--- config.mk ---
export PLATFORM = sky130hd
export DESIGN_NAME = meter_info_group_parser_unit
export DESIGN_NICKNAME = d
export VERILOG_FILES = /design/src/migp_pkg.sv /design/src/migp_front.sv /design/src/migp_queue.sv /design/src/migp_back.sv /design/src/meter_info_group_parser_unit.sv
export SDC_FILE = /design/constraint.sdc
export NUM_CORES = 1
export LEC_CHECK = 0
export BUFFER_PORTS_ARGS = -buffer_cell sky130_fd_sc_hd__buf_2
export CORE_ASPECT_RATIO = 0.75
export CORE_UTILIZATION = 24
export CTS_CLUSTER_SIZE = 8
export DETAILED_ROUTE_END_ITERATION = 16
export SLEW_MARGIN = 20
export SYNTH_ARGS = -nofsm -noshare
export SYNTH_HDL_FRONTEND = slang
export SYNTH_SLANG_ARGS = --single-unit
--- constraint.sdc ---
create_clock -name clock -period 9.3 [get_ports clock]
set_input_delay 0.93 -clock clock [delete_from_list [all_inputs] [get_ports clock]]
set_output_delay 0.93 -clock clock [all_outputs]
set_load 0.005 [all_outputs]
--- src/migp_pkg.sv ---
`timescale 1ns / 1ps
// ----------------------------------------------------------------------------
// migp_pkg
// Shared types, constants and lookup functions of the metering group parser.
// ----------------------------------------------------------------------------
// ----------------------------------------------------------------------------
package migp_pkg;

   localparam int MAX_LABEL_CHARS = 8;
   localparam int MAX_DATA_CHARS  = 12;
   localparam int HEAD_LEN        = 4;
   localparam int VAL_W           = 40;

   localparam int LBL_CNT_W = $clog2(MAX_LABEL_CHARS + 1);
   localparam int LBL_IDX_W = (MAX_LABEL_CHARS > 1) ? $clog2(MAX_LABEL_CHARS) : 1;
   localparam int DAT_CNT_W = $clog2(MAX_DATA_CHARS + 1);
   localparam int LBL_CMP   = (MAX_LABEL_CHARS < 8) ? MAX_LABEL_CHARS : 8;
   localparam int REC_DEPTH = 2;

   localparam logic [7:0] BYTE_LF  = 8'h0A;
   localparam logic [7:0] BYTE_CR  = 8'h0D;
   localparam logic [7:0] BYTE_SP  = 8'h20;
   localparam logic [7:0] BYTE_D0  = 8'h30;
   localparam logic [7:0] BYTE_D9  = 8'h39;
   localparam logic [5:0] SUM_MASK = 6'h3F;
   localparam logic [VAL_W-1:0] VAL_MAX = '1;

   localparam logic [1:0] STATUS_OK        = 2'd0;
   localparam logic [1:0] STATUS_MALFORMED = 2'd1;
   localparam logic [1:0] STATUS_CHECKSUM  = 2'd2;

   localparam logic [3:0] LBL_UNKNOWN = 4'd0;
   localparam logic [3:0] LBL_OPTARIF = 4'd15;
   localparam int         LBL_COUNT   = 15;

   localparam logic [2:0] TARIFF_NONE = 3'd0;
   localparam logic [2:0] TARIFF_BASE = 3'd1;
   localparam logic [2:0] TARIFF_HC   = 3'd2;
   localparam logic [2:0] TARIFF_EJP  = 3'd3;
   localparam logic [2:0] TARIFF_BBR  = 3'd4;

   typedef logic [MAX_LABEL_CHARS-1:0][7:0] migp_label_type;
   typedef logic [HEAD_LEN-1:0][7:0]        migp_head_type;

   // One closed group, handed from the parser to the result stage
   typedef struct packed {
      logic [1:0]           status;
      logic [LBL_CNT_W-1:0] label_count;
      migp_label_type       label_chars;
      logic [DAT_CNT_W-1:0] data_count;
      migp_head_type        data_head;
      logic [VAL_W-1:0]     reading;
   } migp_rec_type;

   typedef struct packed {
      logic [3:0]    len;
      logic [0:7][7:0] text;
   } migp_name_type;

   function automatic migp_name_type migp_label_entry(input logic [3:0] code);
      migp_name_type e;
      e.len  = 4'd0;
      e.text = '0;
      unique case (code)
         4'd1:    begin e.len = 4'd4; e.text = {"ADCO",    32'h0}; end
         4'd2:    begin e.len = 4'd4; e.text = {"BASE",    32'h0}; end
         4'd3:    begin e.len = 4'd4; e.text = {"HCHP",    32'h0}; end
         4'd4:    begin e.len = 4'd4; e.text = {"HCHC",    32'h0}; end
         4'd5:    begin e.len = 4'd5; e.text = {"EJPHN",   24'h0}; end
         4'd6:    begin e.len = 4'd6; e.text = {"EJPHPM",  16'h0}; end
         4'd7:    begin e.len = 4'd7; e.text = {"BBRHPJB",  8'h0}; end
         4'd8:    begin e.len = 4'd7; e.text = {"BBRHPJW",  8'h0}; end
         4'd9:    begin e.len = 4'd7; e.text = {"BBRHPJR",  8'h0}; end
         4'd10:   begin e.len = 4'd7; e.text = {"BBRHCJB",  8'h0}; end
         4'd11:   begin e.len = 4'd7; e.text = {"BBRHCJW",  8'h0}; end
         4'd12:   begin e.len = 4'd7; e.text = {"BBRHCJR",  8'h0}; end
         4'd13:   begin e.len = 4'd5; e.text = {"IINST",   24'h0}; end
         4'd14:   begin e.len = 4'd4; e.text = {"PAPP",    32'h0}; end
         4'd15:   begin e.len = 4'd7; e.text = {"OPTARIF",  8'h0}; end
         default: begin e.len = 4'd0; e.text = '0; end
      endcase
      return e;
   endfunction

   function automatic logic [3:0] migp_match_label(input migp_label_type chars,
                                                   input logic [LBL_CNT_W-1:0] cnt);
      migp_name_type e;
      logic          same;
      logic [3:0]    code;
      code = LBL_UNKNOWN;
      // Scan downward so the lowest matching code wins
      for (int k = LBL_COUNT; k >= 1; k--) begin
         e    = migp_label_entry(4'(k));
         same = (32'(e.len) == 32'(cnt));
         for (int i = 0; i < LBL_CMP; i++) begin
            if ((i < 32'(e.len)) && (chars[i] != e.text[i])) begin
               same = 1'b0;
            end
         end
         if (same) begin
            code = 4'(k);
         end
      end
      return code;
   endfunction

   function automatic logic [2:0] migp_tariff(input migp_head_type head,
                                              input logic [DAT_CNT_W-1:0] cnt);
      logic exact4;
      logic bbr;
      logic [2:0] t;
      exact4 = (32'(cnt) == 4);
      bbr    = (32'(cnt) >= 3) && (head[0] == "B") && (head[1] == "B") && (head[2] == "R");
      priority if (exact4 && head[0] == "B" && head[1] == "A" && head[2] == "S"
                   && head[3] == "E") begin
         t = TARIFF_BASE;
      end else if (exact4 && head[0] == "H" && head[1] == "C" && head[2] == "."
                   && head[3] == ".") begin
         t = TARIFF_HC;
      end else if (exact4 && head[0] == "E" && head[1] == "J" && head[2] == "P"
                   && head[3] == ".") begin
         t = TARIFF_EJP;
      end else if (bbr) begin
         t = TARIFF_BBR;
      end else begin
         t = TARIFF_NONE;
      end
      return t;
   endfunction

endpackage

--- src/migp_front.sv ---
`timescale 1ns / 1ps
// ----------------------------------------------------------------------------
// migp_front
// Byte parser: tracks the group phase, collects label and data head, sums the
// checked bytes and converts leading digits; posts one record per closed group.
// ----------------------------------------------------------------------------
// ----------------------------------------------------------------------------
module migp_front (
   input  logic                  clock,
   input  logic                  reset,
   input  logic                  in_accept,
   input  logic [7:0]            in_byte,
   output logic                  rec_push,
   output migp_pkg::migp_rec_type rec_data
);
   import migp_pkg::*;

   typedef enum logic [2:0] {
      PH_IDLE,
      PH_LABEL,
      PH_DATA,
      PH_CHECK,
      PH_END,
      PH_BAD
   } phase_type;

   phase_type            phase_ff, phase_in;
   migp_label_type       label_chars_ff;
   logic [LBL_CNT_W-1:0] label_count_ff, label_count_in;
   migp_head_type        data_head_ff;
   logic [DAT_CNT_W-1:0] data_count_ff, data_count_in;
   logic [5:0]           sum_ff, sum_in;
   logic [VAL_W-1:0]     value_ff, value_in;
   logic                 digits_ff, digits_in;
   logic [7:0]           check_ff, check_in;

   logic                 label_we;
   logic                 head_we;
   logic [DAT_CNT_W+1:0] dcnt_ext;
   logic                 is_digit;
   logic [VAL_W+3:0]     val_ext;
   logic [VAL_W+3:0]     val_next;
   logic                 check_ok;
   logic [1:0]           emit_status;

   assign dcnt_ext = (DAT_CNT_W + 2)'(data_count_ff);
   assign is_digit = (in_byte >= BYTE_D0) && (in_byte <= BYTE_D9);
   assign val_ext  = (VAL_W + 4)'(value_ff);
   // value * 10 + digit, at most 44 bits
   assign val_next = (val_ext << 3) + (val_ext << 1) + (VAL_W + 4)'(in_byte[3:0]);
   assign check_ok = (({2'b00, sum_ff} + BYTE_SP) == check_ff);

   always_comb begin
      phase_in       = phase_ff;
      label_count_in = label_count_ff;
      data_count_in  = data_count_ff;
      sum_in         = sum_ff;
      value_in       = value_ff;
      digits_in      = digits_ff;
      check_in       = check_ff;
      label_we       = 1'b0;
      head_we        = 1'b0;
      rec_push       = 1'b0;
      emit_status    = STATUS_MALFORMED;
      if (in_accept) begin
         if (in_byte == BYTE_LF) begin
            phase_in       = PH_LABEL;
            label_count_in = '0;
            data_count_in  = '0;
            sum_in         = '0;
            value_in       = '0;
            digits_in      = 1'b1;
            check_in       = '0;
         end else begin
            unique case (phase_ff)
               PH_IDLE: begin
                  phase_in = PH_IDLE;
               end
               PH_LABEL: begin
                  if (in_byte == BYTE_CR) begin
                     rec_push = 1'b1;
                     phase_in = PH_IDLE;
                  end else if (in_byte == BYTE_SP) begin
                     if (label_count_ff == '0) begin
                        phase_in = PH_BAD;
                     end else begin
                        sum_in   = (sum_ff + BYTE_SP[5:0]) & SUM_MASK;
                        phase_in = PH_DATA;
                     end
                  end else if (32'(label_count_ff) >= MAX_LABEL_CHARS) begin
                     phase_in = PH_BAD;
                  end else begin
                     label_we       = 1'b1;
                     label_count_in = label_count_ff + 1'b1;
                     sum_in         = (sum_ff + in_byte[5:0]) & SUM_MASK;
                  end
               end
               PH_DATA: begin
                  if (in_byte == BYTE_CR) begin
                     rec_push = 1'b1;
                     phase_in = PH_IDLE;
                  end else if (in_byte == BYTE_SP) begin
                     phase_in = (data_count_ff == '0) ? PH_BAD : PH_CHECK;
                  end else if (32'(data_count_ff) >= MAX_DATA_CHARS) begin
                     phase_in = PH_BAD;
                  end else begin
                     head_we       = (32'(data_count_ff) < HEAD_LEN);
                     data_count_in = data_count_ff + 1'b1;
                     sum_in        = (sum_ff + in_byte[5:0]) & SUM_MASK;
                     if (digits_ff && is_digit) begin
                        // saturate once the value leaves forty bits
                        value_in = (val_next > (VAL_W + 4)'(VAL_MAX)) ? VAL_MAX
                                                                     : val_next[VAL_W-1:0];
                     end else begin
                        digits_in = 1'b0;
                     end
                  end
               end
               PH_CHECK: begin
                  if (in_byte == BYTE_CR) begin
                     rec_push = 1'b1;
                     phase_in = PH_IDLE;
                  end else begin
                     check_in = in_byte;
                     phase_in = PH_END;
                  end
               end
               PH_END: begin
                  if (in_byte != BYTE_CR) begin
                     phase_in = PH_BAD;
                  end else begin
                     rec_push    = 1'b1;
                     emit_status = check_ok ? STATUS_OK : STATUS_CHECKSUM;
                     phase_in    = PH_IDLE;
                  end
               end
               PH_BAD: begin
                  if (in_byte == BYTE_CR) begin
                     rec_push = 1'b1;
                     phase_in = PH_IDLE;
                  end
               end
               default: begin
                  phase_in = PH_IDLE;
               end
            endcase
         end
      end
   end

   always_comb begin
      rec_data.status      = emit_status;
      rec_data.label_count = label_count_ff;
      rec_data.label_chars = label_chars_ff;
      rec_data.data_count  = data_count_ff;
      rec_data.data_head   = data_head_ff;
      rec_data.reading     = value_ff;
   end

   always_ff @(posedge clock) begin
      if (reset) begin
         phase_ff       <= PH_IDLE;
         label_count_ff <= '0;
         data_count_ff  <= '0;
         sum_ff         <= '0;
         value_ff       <= '0;
         digits_ff      <= 1'b1;
         check_ff       <= '0;
      end else begin
         phase_ff       <= phase_in;
         label_count_ff <= label_count_in;
         data_count_ff  <= data_count_in;
         sum_ff         <= sum_in;
         value_ff       <= value_in;
         digits_ff      <= digits_in;
         check_ff       <= check_in;
      end
      if (label_we) begin
         label_chars_ff[label_count_ff[LBL_IDX_W-1:0]] <= in_byte;
      end
      if (head_we) begin
         data_head_ff[dcnt_ext[1:0]] <= in_byte;
      end
   end

endmodule

--- src/migp_queue.sv ---
`timescale 1ns / 1ps
// ----------------------------------------------------------------------------
// migp_queue
// Short record queue between the parser and the result stage.
// ----------------------------------------------------------------------------
// ----------------------------------------------------------------------------
module migp_queue (
   input  logic                   clock,
   input  logic                   reset,
   input  logic                   push_en,
   input  migp_pkg::migp_rec_type push_data,
   input  logic                   pop_en,
   output migp_pkg::migp_rec_type pop_data,
   output logic                   q_full,
   output logic                   q_empty
);
   import migp_pkg::*;

   localparam int PTR_W = (REC_DEPTH > 1) ? $clog2(REC_DEPTH) : 1;
   localparam int CNT_W = $clog2(REC_DEPTH + 1);

   migp_rec_type     entry_ff [REC_DEPTH];
   logic [PTR_W-1:0] wr_ptr_ff, wr_ptr_in;
   logic [PTR_W-1:0] rd_ptr_ff, rd_ptr_in;
   logic [CNT_W-1:0] count_ff, count_in;
   logic             do_push;
   logic             do_pop;

   assign q_full   = (32'(count_ff) == REC_DEPTH);
   assign q_empty  = (count_ff == '0);
   assign do_push  = push_en && !q_full;
   assign do_pop   = pop_en && !q_empty;
   assign pop_data = entry_ff[rd_ptr_ff];

   always_comb begin
      wr_ptr_in = wr_ptr_ff;
      rd_ptr_in = rd_ptr_ff;
      count_in  = count_ff;
      if (do_push) begin
         wr_ptr_in = (32'(wr_ptr_ff) == REC_DEPTH - 1) ? '0 : wr_ptr_ff + 1'b1;
      end
      if (do_pop) begin
         rd_ptr_in = (32'(rd_ptr_ff) == REC_DEPTH - 1) ? '0 : rd_ptr_ff + 1'b1;
      end
      priority if (do_push && !do_pop) begin
         count_in = count_ff + 1'b1;
      end else if (do_pop && !do_push) begin
         count_in = count_ff - 1'b1;
      end else begin
         count_in = count_ff;
      end
   end

   always_ff @(posedge clock) begin
      if (reset) begin
         wr_ptr_ff <= '0;
         rd_ptr_ff <= '0;
         count_ff  <= '0;
      end else begin
         wr_ptr_ff <= wr_ptr_in;
         rd_ptr_ff <= rd_ptr_in;
         count_ff  <= count_in;
      end
      if (do_push) begin
         entry_ff[wr_ptr_ff] <= push_data;
      end
   end

`ifndef ASSERT_OFF
   a_no_overflow: assert property (@(posedge clock) disable iff (reset)
      push_en |-> !q_full)
      else $error("record pushed into a full queue");

   a_count_bound: assert property (@(posedge clock) disable iff (reset)
      32'(count_ff) <= REC_DEPTH)
      else $error("record queue count out of range");

   a_count_step: assert property (@(posedge clock) disable iff (reset)
      (do_push && !do_pop) |=> (count_ff == $past(count_ff) + 1'b1))
      else $error("record queue count did not advance on push");
`endif

endmodule

--- src/migp_back.sv ---
`timescale 1ns / 1ps
// ----------------------------------------------------------------------------
// migp_back
// Result stage: matches the label, decodes the tariff option and holds the
// finished result in an output register until it is popped.
// ----------------------------------------------------------------------------
// ----------------------------------------------------------------------------
module migp_back (
   input  logic                   clock,
   input  logic                   reset,
   input  logic                   rec_empty,
   input  migp_pkg::migp_rec_type rec_head,
   output logic                   rec_pop,
   input  logic                   out_pop,
   output logic                   out_empty,
   output logic [1:0]             out_status,
   output logic [3:0]             out_label_code,
   output logic [39:0]            out_reading,
   output logic [2:0]             out_tariff_option
);
   import migp_pkg::*;

   logic             valid_ff;
   logic [1:0]       status_ff;
   logic [3:0]       code_ff;
   logic [VAL_W-1:0] reading_ff;
   logic [2:0]       tariff_ff;

   logic             load;
   logic             ok;
   logic [3:0]       code_c;
   logic [2:0]       tariff_c;

   assign load     = !rec_empty && (!valid_ff || out_pop);
   assign rec_pop  = load;
   assign ok       = (rec_head.status == STATUS_OK);
   assign code_c   = migp_match_label(rec_head.label_chars, rec_head.label_count);
   assign tariff_c = migp_tariff(rec_head.data_head, rec_head.data_count);

   always_ff @(posedge clock) begin
      if (reset) begin
         valid_ff <= 1'b0;
      end else if (load) begin
         valid_ff <= 1'b1;
      end else if (out_pop) begin
         valid_ff <= 1'b0;
      end
      if (load) begin
         // failed groups carry no label, reading or tariff
         status_ff  <= rec_head.status;
         code_ff    <= ok ? code_c : LBL_UNKNOWN;
         reading_ff <= ok ? rec_head.reading : '0;
         tariff_ff  <= (ok && code_c == LBL_OPTARIF) ? tariff_c : TARIFF_NONE;
      end
   end

   assign out_empty         = !valid_ff;
   assign out_status        = status_ff;
   assign out_label_code    = code_ff;
   assign out_reading       = reading_ff;
   assign out_tariff_option = tariff_ff;

endmodule

--- src/meter_info_group_parser_unit.sv ---
`timescale 1ns / 1ps
// ----------------------------------------------------------------------------
// meter_info_group_parser_unit
// Parses metering groups (LF label SP data SP check CR) from a byte stream.
// ----------------------------------------------------------------------------
// Usage:
//   Request side is a queue write port: drive req_rx_byte with push high; the
//   byte is taken on any edge where full is low. One byte per cycle is taken
//   while full is low; the parser keeps no per-byte backlog.
//   Response side is a queue read port: while empty is low the rsp_* ports
//   show the oldest result (status, label code, reading, tariff option);
//   pop takes it. A result exists only for a CR that closes a group.
//   Result path: the CR pushes a record into the record queue, and the
//   result stage then loads it into the output register.
//   A two-entry record queue and the output register decouple the parser
//   from the result stage, so up to three results may wait while pop is
//   low; full rises when both record queue entries are occupied.
//   Reset (synchronous, active high) puts the parser outside any group and
//   empties the queue and output register.
// ----------------------------------------------------------------------------
module meter_info_group_parser_unit (
   input  logic        clock,
   input  logic        reset,
   input  logic        push,
   output logic        full,
   input  logic [7:0]  req_rx_byte,
   input  logic        pop,
   output logic        empty,
   output logic [1:0]  rsp_status,
   output logic [3:0]  rsp_label_code,
   output logic [39:0] rsp_reading,
   output logic [2:0]  rsp_tariff_option
);
   import migp_pkg::*;

   logic         accept;
   logic         rec_push;
   migp_rec_type rec_in;
   migp_rec_type rec_head;
   logic         rec_pop;
   logic         rec_full;
   logic         rec_empty;

   assign full   = rec_full;
   assign accept = push && !rec_full;

   migp_front u_front (
      .clock     (clock),
      .reset     (reset),
      .in_accept (accept),
      .in_byte   (req_rx_byte),
      .rec_push  (rec_push),
      .rec_data  (rec_in)
   );

   migp_queue u_queue (
      .clock     (clock),
      .reset     (reset),
      .push_en   (rec_push),
      .push_data (rec_in),
      .pop_en    (rec_pop),
      .pop_data  (rec_head),
      .q_full    (rec_full),
      .q_empty   (rec_empty)
   );

   migp_back u_back (
      .clock             (clock),
      .reset             (reset),
      .rec_empty         (rec_empty),
      .rec_head          (rec_head),
      .rec_pop           (rec_pop),
      .out_pop           (pop),
      .out_empty         (empty),
      .out_status        (rsp_status),
      .out_label_code    (rsp_label_code),
      .out_reading       (rsp_reading),
      .out_tariff_option (rsp_tariff_option)
   );

endmodule
# [After elaboration in Yosys (flattened, before gate mapping)]
# Memory sizes are Yosys's and may differ from the RTL's. A register that Yosys moved wholly into a read port is not among the register bits.
# Index checks and enable logic that the tools add are counted.
[totals] out_inout_bits=51 elab_cells=349 reg_bits=216 input_bits=12 latch_bits=0 ram_bits=292 romBits=0 n_memories=1
[classes] n_shift=0 reduce_logical=53 n_addsub=11 n_mul=0 eq_ne=84 n_div=0 bitwise=1 muxes=159 order_cmp=11
[memory_table] memory="u_queue.entry_ff" words=2 width=146 read_ports=1 rd_clocked_by_memory_dff=1 write_ports=1 line_no="migp_queue.sv:22" source="migp_rec_type entry_ff [REC_DEPTH];"
[op_table] op="$ne A8 B7 Y1 const B" n=40
[op_table] op="$mux W40" n=7
[op_table] op="$mux W4" n=25
[op_table] op="$eq A8 B7 Y1 const B" n=11
[op_table] op="$mux W1" n=85
[op_table] op="$bwmux W64" n=1
[op_table] op="$mux W6" n=8
[op_table] op="$add A43 B41 Y44" n=1
[op_table] op="$add A44 B4 Y44" n=1
[op_table] op="$gt A44 B40 Y1 const B" n=1
[op_table] op="$mux W8" n=5
[op_table] op="$mux W3" n=13
[op_table] op="$bwmux W32" n=1
[op_table] op="$logic_and A1 B1 Y1" n=26
[op_table] op="$demux W8 S3" n=1
[op_table] op="$eq A8 B6 Y1 const B" n=3
[op_table] op="$mux W2" n=9
[op_table] op="$demux W8 S2" n=1
[op_table] op="$eq A3 B4 Y1 const A" n=4
[op_table] op="$eq A8 B4 Y1 const B" n=2
[op_table] op="$pmux W3 S5" n=1
[op_table] op="$ne A3 B2 Y1 const B" n=4
[op_table] op="$pmux W6 S2" n=1
[op_table] op="$reduce_and A6 Y1" n=2
[op_table] op="43 further kinds" n=66

# [Longest topological paths before layout]
# Gate-level depths: netlist of run 1.
[logic_depth] word_depth=27 mapped_depth=14 mapped_depth_nobuf=13

# [Cells and area by module]
# From an unflattened synthesis of run 1, not the netlist that was laid out.
[unflattened] hier_cells=1594 area_unflattened_um2=22738.1
[by_module_without_submodules] module="migp_queue" seq_area_each_um2=8868.5 n_inst=1 cells_each=479 area_per_inst_um2=10785.3
[by_module_without_submodules] module="migp_front" seq_area_each_um2=4204.0 n_inst=1 cells_each=863 area_per_inst_um2=9082.5
[by_module_without_submodules] module="migp_back" seq_area_each_um2=1491.4 n_inst=1 cells_each=251 area_per_inst_um2=2856.5
[by_module_without_submodules] module="meter_info_group_parser_unit" seq_area_each_um2=0.0 n_inst=1 cells_each=1 area_per_inst_um2=13.8

# [Worst setup path before layout of run 1]
# No wires, ideal clock.
[synth_path] path_kind="input to register" startpoint="in req_rx_byte[4]" endpoint="mem u_queue.entry_ff[0][0] in the netlist's numbering, enable pin" setup_time_ns=0.637 slack_ns=0.804 t_arrival_ns=7.859 path_buffers=0 t_required_ns=8.663 path_stages=5 cell_sequence="or3_1 -> or4_1 -> nor2_1 -> nand2_1 -> nor2_1"
[synth_between] elab_chain_cells=8 elab_cells_between_ends=11 classes_between="eq/ne (3); mux (7); reduce/logical (1)"
[synth_lines] element="from (decl)" line_no="meter_info_group_parser_unit.sv:26" source="input logic [7:0] req_rx_byte,"
[synth_lines] element="$eq A8 B4 Y1 or $ne A8 B4 Y1 (tied branches)"
[synth_lines] element="$mux W1, on equally long branches"
[synth_lines] element="$pmux W1 S2" line_no="migp_front.sv:75" source="unique case (phase_ff)"
[synth_lines] element="$mux W1 *" line_no="migp_front.sv:66" source="if (in_byte == BYTE_LF) begin"
[synth_lines] element="$mux W1 *" line_no="migp_front.sv:65" source="if (in_accept) begin"
[synth_lines] element="$logic_and A1 B1 Y1 *" line_no="migp_queue.sv:31" source="assign do_push = push_en && !q_full;"
[synth_lines] element="$mux W1 *" line_no="migp_queue.sv:64" source="if (do_push) begin"
[synth_lines] element="$mux W1 (not written as such) *" line_no="migp_queue.sv:65" source="entry_ff[wr_ptr_ff] <= push_data;"
[synth_lines] element="to (decl)" line_no="migp_queue.sv:22"
# Every way passes the cells marked *; elsewhere a longest branch is shown, timed or not.

==> impl_metrics.env, run 1 <==
export IMPL_portBuffers=62
export IMPL_comb_power_share_pct=8.8
export IMPL_cts_root_buffer="sky130_fd_sc_hd__clkbuf_16"
export IMPL_grt_pass1_vias=13800
export IMPL_number_of_antenna_violations_at_the_first_check_in_global_routing=2
export IMPL_crit_path_start_kind="flip-flop"
export IMPL_pin_count=63
export IMPL_period_minus_slack_ps=4340
export IMPL_dpl_cell_count=2775
export IMPL_worst_clock_skew_ps=47.1
export IMPL_post_cts_resized_instances=0
export IMPL_totalWireLength_um=51700
export IMPL_die_h_um=261
export IMPL_cts_htree_levels=3
export IMPL_synthesis_yosys_warnings=0
export IMPL_slew_headroom_pct=28.0
export IMPL_async_reset_ff_share_pct=0
export IMPL_initial_core_util_pct=24.4
export IMPL_seq_area_frac_synth_pct=64.4
export IMPL_drt_first_pass_iters=8
export IMPL_setup_repair_after_global_routing_missed_its_margin="false"
export IMPL_leakage_power_uw=0.00843
export IMPL_yosys_cell_types_count=87
export IMPL_cts_sinks=485
export IMPL_die_width_um=348
export IMPL_route_top_layer_used="met5"
export IMPL_clock_insertion_delay_worst_skew_ps=610
export IMPL_fp_dieArea_um2=90800
export IMPL_gp_routability_congestion=0.883
export IMPL_grt_start_max_net_pins=80
export IMPL_status="completed"
export IMPL_critical_path_class="flip-flop to flip-flop"
export IMPL_total_power_uw=5460
export IMPL_post_drt_wl_per_cell_um=17.9
export IMPL_cp_required_ps=9730
export IMPL_post_synth_instance_area_um2=21500
export IMPL_yosys_register_bits=485
export IMPL_timing_max_transition_violations_final=0
export IMPL_route_vias_total=13900
export IMPL_irDropWorstVdd_v=0.000118
export IMPL_dp_worst_setup_slack_ps=4480
export IMPL_tritoncts="built"
export IMPL_num_nets_final=1802
export IMPL_avgSynthCellArea_um2=13.3
export IMPL_final_cells=2881
export IMPL_postSynthCellCount=1613
export IMPL_cts_hold_repair_buffers=0
export IMPL_cts_setup_buffers=0
export IMPL_max_clock_freq_ghz=0.231
export IMPL_global_route_overflow_total=0
export IMPL_switching_share_pct=24.2
export IMPL_clkTransAtPathRegs_ps=50
export IMPL_final_hold_viol_count=0
export IMPL_critPathMaxFanout=69
export IMPL_first_pass_grt_wire_length_um=80500
export IMPL_timing_critical_path_to_type="flip-flop"
export IMPL_whs_ps=404
export IMPL_synth_fp_nets=1719
export IMPL_synthFlopType="sky130_fd_sc_hd__edfxtp_1"
export IMPL_detail_route_vias_per_cell=4.81
export IMPL_post_synth_edffs=413
export IMPL_setup_viol_count_final=0
export IMPL_area_inside_the_core_boundary_um2=88200
export IMPL_clk_path_buf_depth=3
export IMPL_cp_data_arrival_time_ps=4770
export IMPL_post_dp_hpwl_um=34800
export IMPL_met2_length_um=22000
export IMPL_timing_final_ws_setup_ps=4960
export IMPL_max_cap_violations=0
export IMPL_seq_power_share_pct=47.2
export IMPL_globalRouteTotalUtil_pct=11.3
export IMPL_antenna_violating_nets_post_route=0
export IMPL_dr_wl_met3_um=3180
export IMPL_tritoncts_num_buffers=71
export IMPL_std_cell_rows=94
export IMPL_m1WireLength_um=25800
export IMPL_p_clk_share_pct=44.0
export IMPL_drc_errors=0
export IMPL_detail_route_iter0_violations=1372
export IMPL_tightest_slew_ps=1080
export IMPL_final_period_utilization_pct=46.6
export IMPL_timing_hold_worst_class="flip-flop to flip-flop"
export IMPL_tns_ps=0
export IMPL_final_layout_size_suffix_gt1_share_pct=11.1
export IMPL_power_per_cell_area_nw_per_um2=216
export IMPL_cellInternalPower_uw=4140
export IMPL_area_growth_pct=17.4
export IMPL_switchingPower_uw=1320
## per-layer routing
metal | track usage, % | vias up
li1 | - | 6447
met1 | 16.6 | 6895
met2 | 16.3 | 435
met3 | 2.64 | 74
met4 | 2.97 | 2
met5 | 0 | -
## registers in the layout, indices dropped and copies added, names as in the netlist, 2 cells and up, named ones only
signal and flops:
u_front.value_ff 40, u_front.phase_ff 3, u_front.data_count_ff 4, u_back.out_reading 40, u_back.out_status 2, u_front.check_ff 8, u_queue.count_ff 2, u_queue.entry_ff 276
u_back.out_label_code 4, u_front.label_count_ff 4, u_back.out_tariff_option 3, u_front.rec_data 88, u_front.sum_ff 6
## cells in the final DEF (no fill, tap or decap), types with 7 or more instances in the layout
master / n
sky130_fd_sc_hd__a21o_1: 19
sky130_fd_sc_hd__clkbuf_16: 72
sky130_fd_sc_hd__xor2_1: 26
sky130_fd_sc_hd__a211oi_1: 54
sky130_fd_sc_hd__nor3_1: 27
sky130_fd_sc_hd__a22oi_1: 47
sky130_fd_sc_hd__inv_1: 41
sky130_fd_sc_hd__mux2i_1: 52
sky130_fd_sc_hd__buf_2: 62
sky130_fd_sc_hd__nor2_1: 121
sky130_fd_sc_hd__and3_1: 15
sky130_fd_sc_hd__nand3b_1: 7
sky130_fd_sc_hd__and4_1: 7
sky130_fd_sc_hd__xnor2_1: 21
sky130_fd_sc_hd__nand2b_1: 22
sky130_fd_sc_hd__nand2_1: 92
sky130_fd_sc_hd__dfxtp_1: 71
sky130_fd_sc_hd__clkbuf_1: 23
sky130_fd_sc_hd__o21a_1: 9
sky130_fd_sc_hd__ha_1: 91
sky130_fd_sc_hd__nand4b_1: 11
sky130_fd_sc_hd__buf_4: 13
sky130_fd_sc_hd__nand4_1: 16
sky130_fd_sc_hd__a32oi_1: 11
sky130_fd_sc_hd__o21ai_0: 39
sky130_fd_sc_hd__or3_1: 11
sky130_fd_sc_hd__nor4bb_1: 7
sky130_fd_sc_hd__a21oi_1: 82
sky130_fd_sc_hd__nor4_1: 19
sky130_fd_sc_hd__and2_1: 19
sky130_fd_sc_hd__nand3_1: 30
sky130_fd_sc_hd__a31oi_1: 9
sky130_fd_sc_hd__edfxtp_1: 413
sky130_fd_sc_hd__nor4b_1: 13
sky130_fd_sc_hd__nor3b_1: 11
## cell type report
class / count / area, um^2
flip-flops and latches: 485 / 13800
well taps: 1152 / 1440
clock buffers: 97 / 1920
diodes: 1 / 2.50
clock inverters: 8 / 200
multi-input cells: 1020 / 7260
inverters: 42 / 158
fillers: 8868 / 63000
repair buffers: 76 / 419
## cells in the mapped netlist (30+ instances only)
cell type | n | area [um^2]
sky130_fd_sc_hd__nor2_1 | 123 | 462
sky130_fd_sc_hd__mux2i_1 | 52 | 521
sky130_fd_sc_hd__o21ai_0 | 39 | 195
sky130_fd_sc_hd__clkbuf_1 | 51 | 191
sky130_fd_sc_hd__nand3_1 | 30 | 150
sky130_fd_sc_hd__a211oi_1 | 54 | 405
sky130_fd_sc_hd__edfxtp_1 | 413 | 12400
sky130_fd_sc_hd__ha_1 | 91 | 1140
sky130_fd_sc_hd__inv_1 | 42 | 158
sky130_fd_sc_hd__nand2_1 | 92 | 345
sky130_fd_sc_hd__a22oi_1 | 47 | 353
sky130_fd_sc_hd__a21oi_1 | 82 | 410
sky130_fd_sc_hd__dfxtp_1 | 72 | 1440
## worst max-delay path: stages (launching register included)
cell and delay, ps:
sky130_fd_sc_hd__dfxtp_4 670, sky130_fd_sc_hd__buf_4 620, sky130_fd_sc_hd__mux2i_1 630, sky130_fd_sc_hd__a21boi_0 450, sky130_fd_sc_hd__nor4b_4 330, sky130_fd_sc_hd__o2111ai_2 240, sky130_fd_sc_hd__o41a_1 520, sky130_fd_sc_hd__o2111ai_1 220
sky130_fd_sc_hd__nand4_2 190, sky130_fd_sc_hd__nor4b_2 270
## power groups by stage
stage	Clock, uW	Combinational [uW]	Sequential [uW]
2_1_floorplan	0	259	2590
3_3_place_gp	0	496	2620
3_5_place_dp	0	497	2620
4_1_cts	2470	501	2590
5_1_grt	2550	537	2600
6_report	2410	482	2580
## per-stage QoR
stage	instance area, um^2	util, %
floorplan	21500	-
global placement	23100	26.2
detailed placement	23100	26.2
CTS	25200	28.6
global route	25200	28.6
finish	25200	28.6
## cells by family (layout without fill, tap and decap cells)
family | after synthesis | count (layout) | synth area share (%)
adder cells (fa/ha/maj) | 94 | 94 | 5.57
other | 0 | 1 | 0
multiplexers | 58 | 58 | 2.73
AO/OA/AOI/OAI | 356 | 356 | 11.7
buffers and inverters | 108 | 223 | 1.98
XOR/XNOR | 47 | 47 | 1.91
AND/OR/NAND/NOR | 465 | 465 | 11.8
flip-flops | 485 | 485 | 64.4
## final timing paths
kind / start / end / slack (ps) / cells past startpoint
worst max-delay path: flip-flop / u_back.out_tariff_option[2] / 4960 / 9
worst min-delay path: u_front.rec_data[90] / u_queue.entry_ff[1][90] / 400 / 0
worst max register to register: flip-flop / u_back.out_tariff_option[2] / 4960 / 9
worst min register to register: u_front.rec_data[90] / u_queue.entry_ff[1][90] / 400 / 0
(Power assumes the default switching activity.)
==> inputs of run 2 (changes only) <==
Clock period 9.3 ns to 4.2 ns, I/O delays scaled along.
==> impl_metrics.env, run 2 (same netlist as run 1, synthesis figures left out) <==
export IMPL_status="completed"
export IMPL_clkTransAtPathRegs_ps=50
export IMPL_tns_ps=0
export IMPL_timing_final_ws_setup_ps=283
export IMPL_switchingPower_uw=2970
export IMPL_globalRouteTotalUtil_pct=11.6
export IMPL_max_clock_freq_ghz=0.255
export IMPL_leakage_power_uw=0.00855
export IMPL_cts_root_buffer="sky130_fd_sc_hd__clkbuf_16"
export IMPL_pin_count=63
export IMPL_drt_first_pass_iters=5
export IMPL_worst_clock_skew_ps=44.2
export IMPL_top_register_by_number_of_flip_flops="u_queue.entry_ff"
export IMPL_max_cap_violations=0
export IMPL_total_power_uw=12200
export IMPL_fp_dieArea_um2=90800
export IMPL_timing_max_transition_violations_final=0
export IMPL_p_clk_share_pct=44.2
export IMPL_first_pass_grt_wire_length_um=81800
export IMPL_seq_power_share_pct=46.8
export IMPL_switching_share_pct=24.4
export IMPL_number_of_antenna_violations_at_the_first_check_in_global_routing=2
export IMPL_tightest_slew_ps=1050
export IMPL_totalWireLength_um=53600
export IMPL_cts_htree_levels=3
export IMPL_initial_core_util_pct=24.4
export IMPL_clock_insertion_delay_worst_skew_ps=620
export IMPL_die_width_um=348
export IMPL_grt_pass1_vias=13800
export IMPL_die_h_um=261
export IMPL_final_layout_size_suffix_gt1_share_pct=12.0
export IMPL_largest_register_ff_count=276
export IMPL_antenna_violating_nets_post_route=0
export IMPL_tritoncts_num_buffers=71
export IMPL_period_minus_slack_ps=3920
export IMPL_cts_hold_repair_buffers=0
export IMPL_layout_cells_most_common_list="413 x sky130_fd_sc_hd__edfxtp_1, 121 x sky130_fd_sc_hd__nor2_1, 92 x sky130_fd_sc_hd__nand2_1, 91 x sky130_fd_sc_hd__ha_1, 82 x sky130_fd_sc_hd__a21oi_1"
export IMPL_power_per_cell_area_nw_per_um2=477
export IMPL_detail_route_vias_per_cell=4.77
export IMPL_drc_errors=0
export IMPL_portBuffers=62
export IMPL_critical_path_class="flip-flop to flip-flop"
export IMPL_post_drt_wl_per_cell_um=18.4
export IMPL_std_cell_rows=94
export IMPL_area_growth_pct=18.6
export IMPL_crit_path_start_kind="flip-flop"
export IMPL_final_cells=2919
export IMPL_area_inside_the_core_boundary_um2=88200
export IMPL_dpl_cell_count=2795
export IMPL_final_hold_viol_count=0
export IMPL_comb_power_share_pct=9.0
export IMPL_grt_start_max_net_pins=67
export IMPL_layout_commonest_cell="sky130_fd_sc_hd__edfxtp_1"
export IMPL_clk_path_buf_depth=3
export IMPL_num_nets_final=1822
export IMPL_critPathMaxFanout=40
export IMPL_cts_setup_buffers=0
export IMPL_tritoncts="built"
export IMPL_global_route_overflow_total=0
export IMPL_timing_hold_worst_class="input pin to flip-flop"
export IMPL_final_period_utilization_pct=93.3
export IMPL_cts_sinks=485
export IMPL_cp_required_ps=4610
export IMPL_timing_critical_path_to_type="flip-flop"
export IMPL_setup_repair_after_global_routing_missed_its_margin="false"
export IMPL_detail_route_iter0_violations=1062
export IMPL_irDropWorstVdd_v=0.000260
export IMPL_gp_routability_congestion=0.908
export IMPL_post_dp_hpwl_um=36800
export IMPL_slew_headroom_pct=30.1
export IMPL_finish_utilization_pct=28.9
export IMPL_dp_worst_setup_slack_ps=253
export IMPL_setup_viol_count_final=0
export IMPL_post_cts_resized_instances=0
export IMPL_cp_data_arrival_time_ps=4330
export IMPL_route_vias_total=13900
export IMPL_cellInternalPower_uw=9200
[run 2: layout make-up]
type | instances | area (um^2)
inverters | 42 | 158
clock inverters | 6 | 135
flip-flops and latches | 485 | 13800
diodes | 2 | 5.00
repair buffers | 96 | 666
multi-input cells | 1020 | 7260
well taps | 1152 | 1440
clock buffers | 116 | 2000
fillers | 8895 | 62700
[run 2: stage by stage]
stage                     hold slack, ps  area [um^2]
final                                210        25500
after global routing                 177        25500
after floorplan                      421        21500
after global placement               425        23400
after detailed placement             429        23400
after CTS                            175        25500
[run 2: worst paths after layout]
kind / end / slack [ps] / cells after the start / from
min: u_front.rec_data[68] / 210 / 1 / req_rx_byte[4]
max reg2reg: u_front.value_ff[34] / 280 / 12 / u_front.value_ff[8]
min reg2reg: u_queue.entry_ff[1][44] / 420 / 0 / u_front.rec_data[44]
max: u_front.value_ff[34] / 280 / 12 / u_front.value_ff[8]
[run 2: metal layers]
metal	global-route usage, %	part of all wire [%]	routed length [um]	vias up
met2	17.1	43	22800	371
met5	0	0.017	9	-
met1	16.6	49	26100	6957
li1	-	-	-	6503
met4	3.67	2.4	1280	2
met3	2.93	6.5	3460	77
[run 2: critical path, stage by stage, from the launching register on]
cell                        delay (ps)
sky130_fd_sc_hd__dfxtp_1           420
sky130_fd_sc_hd__ha_1              270
sky130_fd_sc_hd__ha_1              380
sky130_fd_sc_hd__a21oi_1           300
sky130_fd_sc_hd__nand2_1           110
sky130_fd_sc_hd__a211oi_1          490
sky130_fd_sc_hd__a21oi_1           160
sky130_fd_sc_hd__o21ai_0           400
sky130_fd_sc_hd__a21oi_1           180
sky130_fd_sc_hd__and3_1            250
sky130_fd_sc_hd__a2111oi_4         370
sky130_fd_sc_hd__buf_12            290
sky130_fd_sc_hd__a211oi_1          110
[run 2: power groups by stage]
stage | Clock [uW] | Sequential (uW) | Combinational (uW)
detailed placement | 0 | 5790 | 1120
global placement | 0 | 5800 | 1110
floorplan | 0 | 5730 | 574
global route | 5690 | 5740 | 1210
CTS | 5510 | 5710 | 1120
finish | 5370 | 5700 | 1090
